--- config.mk ---
export PLATFORM = sky130hd
export DESIGN_NAME = dense_to_csr_threshold_compress_core
export DESIGN_NICKNAME = d
export VERILOG_FILES = /design/src/rtl/dtc_pkg.sv /design/src/rtl/dense_to_csr_threshold_compress_core.sv /design/src/rtl/dtc_compare.sv
export SDC_FILE = /design/constraint.sdc
export NUM_CORES = 1
export LEC_CHECK = 0
export BUFFER_PORTS_ARGS = -buffer_cell sky130_fd_sc_hd__buf_2
export CAP_MARGIN = 5
export CORE_ASPECT_RATIO = 1.25
export CORE_MARGIN = 2
export CORE_UTILIZATION = 40
export CTS_CLUSTER_DIAMETER = 120
export CTS_CLUSTER_SIZE = 20
export DETAILED_ROUTE_END_ITERATION = 16
export GPL_TIMING_DRIVEN = 0
export PLACE_DENSITY = 0.74
export SYNTH_ARGS = -nofsm -noshare
export SYNTH_HDL_FRONTEND = slang
export SYNTH_SLANG_ARGS = --single-unit
--- constraint.sdc ---
create_clock -name clk -period 9.75 [get_ports clk]
set_input_delay 0 -clock clk [delete_from_list [all_inputs] [get_ports clk]]
set_output_delay 0 -clock clk [all_outputs]
set_load 0.01 [all_outputs]
--- src/rtl/dtc_pkg.sv ---
// Shared constants and types for the dense-to-CSR threshold compressor.
package dtc_pkg;

  localparam int unsigned MaxDim    = 4096;
  localparam int unsigned ValueW    = 64;
  localparam int unsigned CutoffW   = 63;
  localparam int unsigned IdxW      = 12;
  localparam int unsigned CountW    = 13;
  localparam int unsigned TotalW    = 25;

  localparam logic [IdxW-1:0]   IdxMax   = IdxW'(MaxDim - 1);
  localparam logic [CountW-1:0] CountMax = CountW'(MaxDim);
  localparam logic [TotalW-1:0] TotalMax = {TotalW{1'b1}};
  localparam logic [CutoffW-1:0] ExpInf  = 63'h7FF0000000000000;

  localparam logic KindEntry  = 1'b0;
  localparam logic KindRowEnd = 1'b1;

  // One result item.
  typedef struct packed {
    logic              kind;
    logic [ValueW-1:0] entry_value;
    logic [IdxW-1:0]   column;
    logic [IdxW-1:0]   row;
    logic [CountW-1:0] row_count;
    logic [TotalW-1:0] row_end_offset;
    logic              overflow;
    logic              matrix_done;
    logic              last;
  } result_t;

endpackage

--- src/rtl/dense_to_csr_threshold_compress_core.sv ---
// Top level of the dense-to-CSR threshold compressor.
// Usage: the dense matrix streams in row-major order on the in channel
// (in_valid/in_ready), one binary64 element per item, with row_last and
// matrix_last marking row and matrix ends. Each element whose magnitude
// exceeds cutoff yields an entry item; each row end yields a row-end record
// with the row's kept count and the running row pointer. One input item thus
// gives zero, one or two result items on the out channel (out_valid/out_ready),
// and the last one carries last.
// A result appears in the cycle after its input is accepted. Throughput is
// one input item per cycle while each item makes at most one result and the
// receiver keeps up; when an item makes two results, its record waits in the
// spare slot. The input is held off while a second queued result still
// waits, and also while the output register holds a result that the
// receiver is not taking in that cycle, so a receiver stall reaches in_ready
// in the same cycle. Reset clears all counters and the cutoff, and empties
// the result buffer. The user must write cutoff through cfg_valid/cfg_ready
// only while the block is idle; the block does not enforce this.
module dense_to_csr_threshold_compress_core (
  input  logic                        clk,
  input  logic                        rst,
  input  logic                        cfg_valid,
  output logic                        cfg_ready,
  input  logic [dtc_pkg::CutoffW-1:0] cfg_data,
  input  logic                        in_valid,
  output logic                        in_ready,
  input  logic [dtc_pkg::ValueW-1:0]  value,
  input  logic                        row_last,
  input  logic                        matrix_last,
  output logic                        out_valid,
  input  logic                        out_ready,
  output logic                        kind,
  output logic [dtc_pkg::ValueW-1:0]  entry_value,
  output logic [dtc_pkg::IdxW-1:0]    column,
  output logic [dtc_pkg::IdxW-1:0]    row,
  output logic [dtc_pkg::CountW-1:0]  row_count,
  output logic [dtc_pkg::TotalW-1:0]  row_end_offset,
  output logic                        overflow,
  output logic                        matrix_done,
  output logic                        last
);
  import dtc_pkg::*;

  logic [CutoffW-1:0] cutoff;
  logic [IdxW-1:0]    column_counter;
  logic [IdxW-1:0]    row_counter;
  logic [CountW-1:0]  row_nonzeros;
  logic [TotalW-1:0]  total_nonzeros;
  logic               row_overflowed;

  // Output register (head) and one spare slot behind it.
  result_t head, spare;
  logic    head_valid, spare_valid;

  logic    keep, end_row, accept, pop;
  logic [CountW-1:0] cnt_kept;
  logic [TotalW-1:0] tot_kept;
  result_t ent, rec;

  dtc_compare u_cmp (.value(value), .cutoff(cutoff), .keep(keep));

  assign cfg_ready = 1'b1;
  // Room for two results is guaranteed once the spare slot is empty and the
  // head is either empty or leaving this cycle.
  assign pop      = head_valid && out_ready;
  assign in_ready = !spare_valid && (!head_valid || out_ready);
  assign accept   = in_valid && in_ready;
  assign end_row  = row_last || matrix_last;

  assign cnt_kept = (keep && row_nonzeros < CountMax) ? row_nonzeros + 1'b1 : row_nonzeros;
  assign tot_kept = (keep && total_nonzeros < TotalMax) ? total_nonzeros + 1'b1
                                                        : total_nonzeros;

  always_comb begin
    ent = '0;
    ent.kind        = KindEntry;
    ent.entry_value = value;
    ent.column      = column_counter;
    ent.row         = row_counter;
    ent.overflow    = row_overflowed;
    ent.last        = !end_row;
    rec = '0;
    rec.kind           = KindRowEnd;
    rec.row            = row_counter;
    rec.row_count      = cnt_kept;
    rec.row_end_offset = tot_kept;
    rec.overflow       = row_overflowed;
    rec.matrix_done    = matrix_last;
    rec.last           = 1'b1;
  end

  always_ff @(posedge clk) begin
    if (rst) begin
      cutoff <= '0;
    end else if (cfg_valid) begin
      cutoff <= cfg_data;
    end
  end

  always_ff @(posedge clk) begin
    if (rst) begin
      column_counter <= '0;
      row_counter    <= '0;
      row_nonzeros   <= '0;
      total_nonzeros <= '0;
      row_overflowed <= 1'b0;
    end else if (accept) begin
      if (end_row) begin
        column_counter <= '0;
        row_nonzeros   <= '0;
        row_overflowed <= 1'b0;
        if (matrix_last) begin
          row_counter    <= '0;
          total_nonzeros <= '0;
        end else begin
          total_nonzeros <= tot_kept;
          if (row_counter < IdxMax) begin
            row_counter <= row_counter + 1'b1;
          end
        end
      end else begin
        row_nonzeros   <= cnt_kept;
        total_nonzeros <= tot_kept;
        if (column_counter < IdxMax) begin
          column_counter <= column_counter + 1'b1;
        end else begin
          row_overflowed <= 1'b1;
        end
      end
    end
  end

  // Result buffer: an item's first result lands in head, a second one in spare.
  always_ff @(posedge clk) begin
    if (rst) begin
      head_valid  <= 1'b0;
      spare_valid <= 1'b0;
    end else begin
      if (accept && (keep || end_row)) begin
        // Here spare is empty and head is empty or popping.
        head_valid  <= 1'b1;
        head        <= keep ? ent : rec;
        spare_valid <= keep && end_row;
        spare       <= rec;
      end else if (pop) begin
        head_valid  <= spare_valid;
        head        <= spare;
        spare_valid <= 1'b0;
      end
    end
  end

  assign out_valid      = head_valid;
  assign kind           = head.kind;
  assign entry_value    = head.entry_value;
  assign column         = head.column;
  assign row            = head.row;
  assign row_count      = head.row_count;
  assign row_end_offset = head.row_end_offset;
  assign overflow       = head.overflow;
  assign matrix_done    = head.matrix_done;
  assign last           = head.last;

endmodule

--- src/rtl/dtc_compare.sv ---
// Magnitude-above-cutoff test on binary64 bit patterns, NaN never kept.
module dtc_compare (
  input  logic [dtc_pkg::ValueW-1:0]  value,
  input  logic [dtc_pkg::CutoffW-1:0] cutoff,
  output logic                        keep
);
  import dtc_pkg::*;

  logic [CutoffW-1:0] mag;

  assign mag  = value[CutoffW-1:0];
  assign keep = (mag <= ExpInf) && (cutoff <= ExpInf) && (mag > cutoff);

endmodule

Word-level counts from Yosys, hierarchy flattened --
Index checks and enable logic that the tools add are counted.
Word-level totals: register bits 310, output and inout port bits 133
Operators by class: bitwise operators 1, multiplexer cells 18, equal/unequal tests 1, add/subtract/negate cells 4, $lt $le $gt $ge 7, reduce and logical (&&, ||, !) cells 23
Operator list (number):
- 130-bit two-way mux | 3
- 63-bit <= comparator (second input constant) | 2
- 25-bit two-way mux | 3
- 63-bit greater-than comparator | 1
- 12-bit two-way mux | 4
- 13-bit two-way mux | 2
- 25-bit by 1-bit adder with 25-bit output (second input constant) | 1
- 25-bit less-than comparator (second input constant) | 1
- 12-bit by 1-bit adder with 12-bit output (second input constant) | 2
- 12-bit less-than comparator (second input constant) | 2
- 13-bit by 1-bit adder with 13-bit output (second input constant) | 1
- 13-bit less-than comparator (second input constant) | 1
- 1-bit logical AND | 9
- 2-bit AND reduction | 4
- 1-bit two-way mux | 6
- 2-bit nonzero test | 3
- 1-bit zero test | 3
- 1-bit logical OR | 3
- 3-bit AND reduction | 1
- 2-bit != test (second input constant) | 1
- 1-bit inverter | 1

Logic depth before layout (Yosys ltp) --
depth in word-level cells 7, mapped depth 13

By module --
A second synthesis with hierarchy kept.
Unflattened totals: cell total of the unflattened synthesis 1329, area, all modules 14596.5 um^2
Modules (own cells, without submodules):
- dense_to_csr_threshold_compress_core | times used 1, area each 12710.9 um^2, cells an instance 1057
- dtc_compare | times used 1, area each 1885.6 um^2, cells an instance 272

Worst setup path after synthesis --
OpenSTA, ideal clock, no wires.
path type register -> register, start point reg cutoff[58], end point reg head (netlist bit column[0]) (enable), path buffers 1, period minus slack after synthesis 9509 ps, data arrival time 8848 ps, slack 241 ps, cell stages (with the launch flop) 13, data required time 9088 ps, cells stage by stage dfxtp_1 inv_1 ha_1 and4_4 nand2_4 or4_4 nand4bb_1 o221ai_1 o21ba_2 nor2_4 nor2_4 buf_2 a21oi_1
Between the ends: word-level cells in the longest chain between the ends 7, elaborated cells on any way between the ends 8
RTL lines:
- start, declared | line dense_to_csr_threshold_compress_core.sv:43 | logic [CutoffW-1:0] cutoff;
- start signal, assigned | line dense_to_csr_threshold_compress_core.sv:95 | cutoff <= cfg_data;
- 63-bit <= comparator | line dtc_compare.sv:12 | assign keep = (mag <= ExpInf) && (cutoff <= ExpInf) && (mag > cutoff);
- 1-bit logical AND | line dtc_compare.sv:12
- 1-bit logical AND (*) | line dtc_compare.sv:12
- 1-bit logical OR (*) | line dense_to_csr_threshold_compress_core.sv:138 | if (accept && (keep || end_row)) begin
- 1-bit logical AND (*) | line dense_to_csr_threshold_compress_core.sv:138
- 2-bit nonzero test (no source line) (*)
- 2-bit AND reduction (no source line) (*)
- end signal, assigned | line dense_to_csr_threshold_compress_core.sv:141 | head <= keep ? ent : rec;
- end signal, assigned | line dense_to_csr_threshold_compress_core.sv:146 | head <= spare;
- end, declared | line dense_to_csr_threshold_compress_core.sv:51 | result_t head, spare;
Every way passes the cells marked *; elsewhere a longest branch is shown, timed or not. A chain may end at the register's enable or synchronous reset.

Worst setup path after layout --
start point reg cutoff[61], end point reg head (netlist bit entry_value[10]) (enable)
Same word-level chain as after synthesis.

==> results.md <==
- Final Total Pwr: about 2.8 mW
- GRT Total Usage: a little over a fifth
- Post-Syn Area: 0.0145 mm²
- Clk root buf: clkbuf_16
- Critical Path Fanout Max: 31
- Sw Share: approximately a quarter
- Multi-input combinational cell area: around 0.0059 mm²
- FFs w/ async S/R, synth: 0%
- DRC: 0
- Routed WL per cell: about 19 µm
- CP required: just under 10 ns
- Most frequent cells in the layout: buf_2, edfxtp_1, dlygate4sd3_1
- Number of routed nets with antenna violations: 0
- Mapped Nets: between 1500 and 2000
- Final WL: around 42000 µm
- Die H: 217 µm
- Worst-Margin Slew: approximately 0.95 ns
- Final RePlAce weighted congestion: 0.887
- Placed Area: ~0.017 mm²
- Worst slew margin: about a third
- CTS H-tree lvls: 1
- HPWL after DPL: around 31000 µm
- Ports: around 270
- Worst-path clk slew: ~0.08 ns
- Clock skew: about 0.034 ns
- Critical path endpoint category: flop
- CTS sink cnt: 310
- YS warnings: 0
- Most common cell after layout, fill and taps aside: buf_2
- Gate power share: 16.8%
- Layout fillers: 3060
- Int Pwr: about 2 mW
- # port buffers: 263
- DRT iter0 DRCs: around 780
- Initial Util: 40.7%
- Final Max Slew Viols: 0
- Hold Path Class: in2reg
- Peak VDD IR: 0.148 mV
- Final Net Count: about 1900
- RSZ-0062 raised after global routing: false
- # rows: just under 80
- Max Cap Viol: 0
- Largest net degree at the start of global routing: 32
- Ys flop type: edfxtp_1
- First-pass GRT wire length: 65300 µm
- CP Launch Type: flop
- Reg-to-Reg Start: cutoff[61]
- Yosys reg bits: between 300 and 400
- Highest clock rate: approximately 200 MHz
- Sequential Area: 0.00803 mm²
- Core Area: about 0.036 mm²
- CTS tree: done
- Static Leak: 7.49 nW
- CTS Buffer Depth: 3
- EDFF count, synth: approximately 180
- Vias: 11800
- Vias in the first global route: 12100
- DIE AREA: around 0.038 mm²
- Tcrit/Tclk final: 50.0%
- Hold Vio Cnt, Final: 0
- Cts bufs inserted: 19
- Post-Syn Instances: approximately 1300
- Clock power frac: approximately 29%
- Antenna cells: 0
- Area Growth Syn to Fin: 27.2%
- Worst Setup Slack, final: between 4 and 5 ns
- Final std cell area, no fill: 0.0184 mm²
- Die Wd: 174 µm
- Post-synthesis cell type count: 72
- WS Path Type: reg2reg
- Setup WS pre-CTS: 4.87 ns
- Total net switching power: about 740 µW
- Crit path arrival time: slightly above 5 ns
- Via density: between 5 and 6
- Power per cell area: approximately 150 mW/mm²
- Syn_area_per_cell: ~11 µm²
- Layout cells sized above 1: roughly 19%
- Initial antenna violation count: 0
- Outcome: completed
- TNS Setup: 0 ns
- Post-layout minimum cycle time: 4.88 ns
- Hold_ws: 0.0211 ns
- Worst skew pair latency: ~0.54 ns
- Gr ovfl total: 0
- Register area share after synthesis: a little under three fifths
- Drt pass-1 iters: 9
- PostCTS Resize Cnt: 0
- Setup-failing EPs final: 0
- Min-delay src: cfg_valid
- Share of power burned in registers: about 54%
- Setup crit start: cutoff[61]
area by class of cell:
| type | instances | share of cell area, % |
|---|---|---|
| inverter | 75 | 1.53 |
| clock buffer | 32 | 2.85 |
| clock inverter | 1 | 0.0612 |
| buffer | 58 | 1.45 |
| sequential | 310 | 43.6 |
| multi-input combinational | 861 | 32.1 |
| timing repair buffer | 402 | 15.2 |
| tap | 474 | 3.22 |
flip-flops by register name, indices dropped and copies added (netlist names):
signal          cells
entry_value        64
cutoff             63
spare              52
row_end_offset     25
total_nonzeros     25
row_count          13
row_nonzeros       13
column             12
column_counter     12
row                12
row_counter        12
kind                1
last                1
matrix_done         1
out_valid           1
overflow            1
row_overflowed      1
spare_valid         1
path summary, 6_finish.rpt:
kind	endpoint	slack, ns	depth (start not counted)
max	entry_value[10]	4.87	14
min	cutoff[62]	0.02	3
max reg2reg	entry_value[10]	4.87	14
min reg2reg	spare[2]	0.47	0
worst max-delay path: stages, from the launching register on:
cell and delay (ns):
dfxtp_1 0.39, inv_1 0.06, ha_1 0.31, and4_4 0.26, nand2_4 0.06, or4_4 0.55, nand4bb_1 0.32, o221ai_1 0.29
o21ba_2 0.26, nor2_4 0.36, nor2_4 0.16, buf_2 0.27, a21oi_4 0.75, buf_16 0.26, buf_12 0.22
synthesized netlist by cell type, drive strengths merged, types with 3 or more instances:
| master | n | share of area (%) |
|---|---|---|
| o21ai | 24 | 0.83 |
| a22oi | 4 | 0.21 |
| nor3 | 29 | 1.1 |
| o211ai | 6 | 0.31 |
| nand3 | 39 | 1.4 |
| nand4 | 31 | 1.4 |
| nor4 | 36 | 1.6 |
| inv | 75 | 1.9 |
| a22o | 41 | 2.5 |
| and4 | 4 | 0.28 |
| nor2b | 4 | 0.17 |
| a31oi | 9 | 0.39 |
| nor2 | 134 | 3.6 |
| a221o | 4 | 0.28 |
| buf | 26 | 1.0 |
| or3 | 9 | 0.39 |
| xnor2 | 23 | 1.4 |
| or2 | 6 | 0.26 |
| ha | 67 | 5.8 |
| mux2i | 67 | 4.6 |
| dfxtp | 128 | 18 |
| edfxtp | 182 | 38 |
| or4 | 7 | 0.39 |
| mux2 | 16 | 1.2 |
| and2 | 84 | 3.6 |
| clkbuf | 32 | 0.84 |
| a41oi | 4 | 0.24 |
| a211o | 3 | 0.18 |
| a21oi | 42 | 1.5 |
| nand3b | 4 | 0.21 |
| a21o | 8 | 0.41 |
| nand2 | 77 | 2.1 |
| nor4b | 3 | 0.22 |
| xor2 | 29 | 1.8 |
| and3 | 15 | 0.65 |
| o31ai | 6 | 0.31 |
| nand2b | 3 | 0.13 |
power by group through the flow:
stage | logic, mW | clock network, mW | registers [mW]
final | 0.468 | 0.805 | 1.51
after global routing | 0.506 | 0.860 | 1.52
after CTS | 0.462 | 0.823 | 1.51
after detailed placement | 0.418 | 0 | 1.54
after global placement | 0.391 | 0 | 1.56
after floorplan | 0.206 | 0 | 1.58
per-stage QoR:
stage / util [%] / std cells
2_1_floorplan: - / 1304
3_5_place_dp: 46.5 / 2047
6_report: 51.8 / 2213
4_1_cts: 51.8 / 2213
5_1_grt: 51.8 / 2213
3_3_place_gp: 46.1 / 2041
routing by layer:
metal  vias to the layer above  part of all wire [%]  GRT usage (%)
met2                       544                    50           40.2
li1                       5556                     -              -
met4                         0                   4.7           10.5
met3                       111                   7.6           3.82
met5                         -                     0              0
met1                      5539                    37           24.6
timing repair:
action	in CTS	in global routing
hold endpoints to repair	132	0
hold buffers	133	0
setup buffers	0	0
cell families after synthesis:
family                   share of synthesized area (%)
AO/OA/AOI/OAI                                     8.13
XOR/XNOR                                          3.15
adder cells (fa/ha/maj)                           5.79
buffers and inverters                             3.79
flip-flops                                        55.5
multiplexers                                      5.88
other                                           0.0259
AND/OR/NAND/NOR                                   17.8
(Power assumes the default switching activity.)
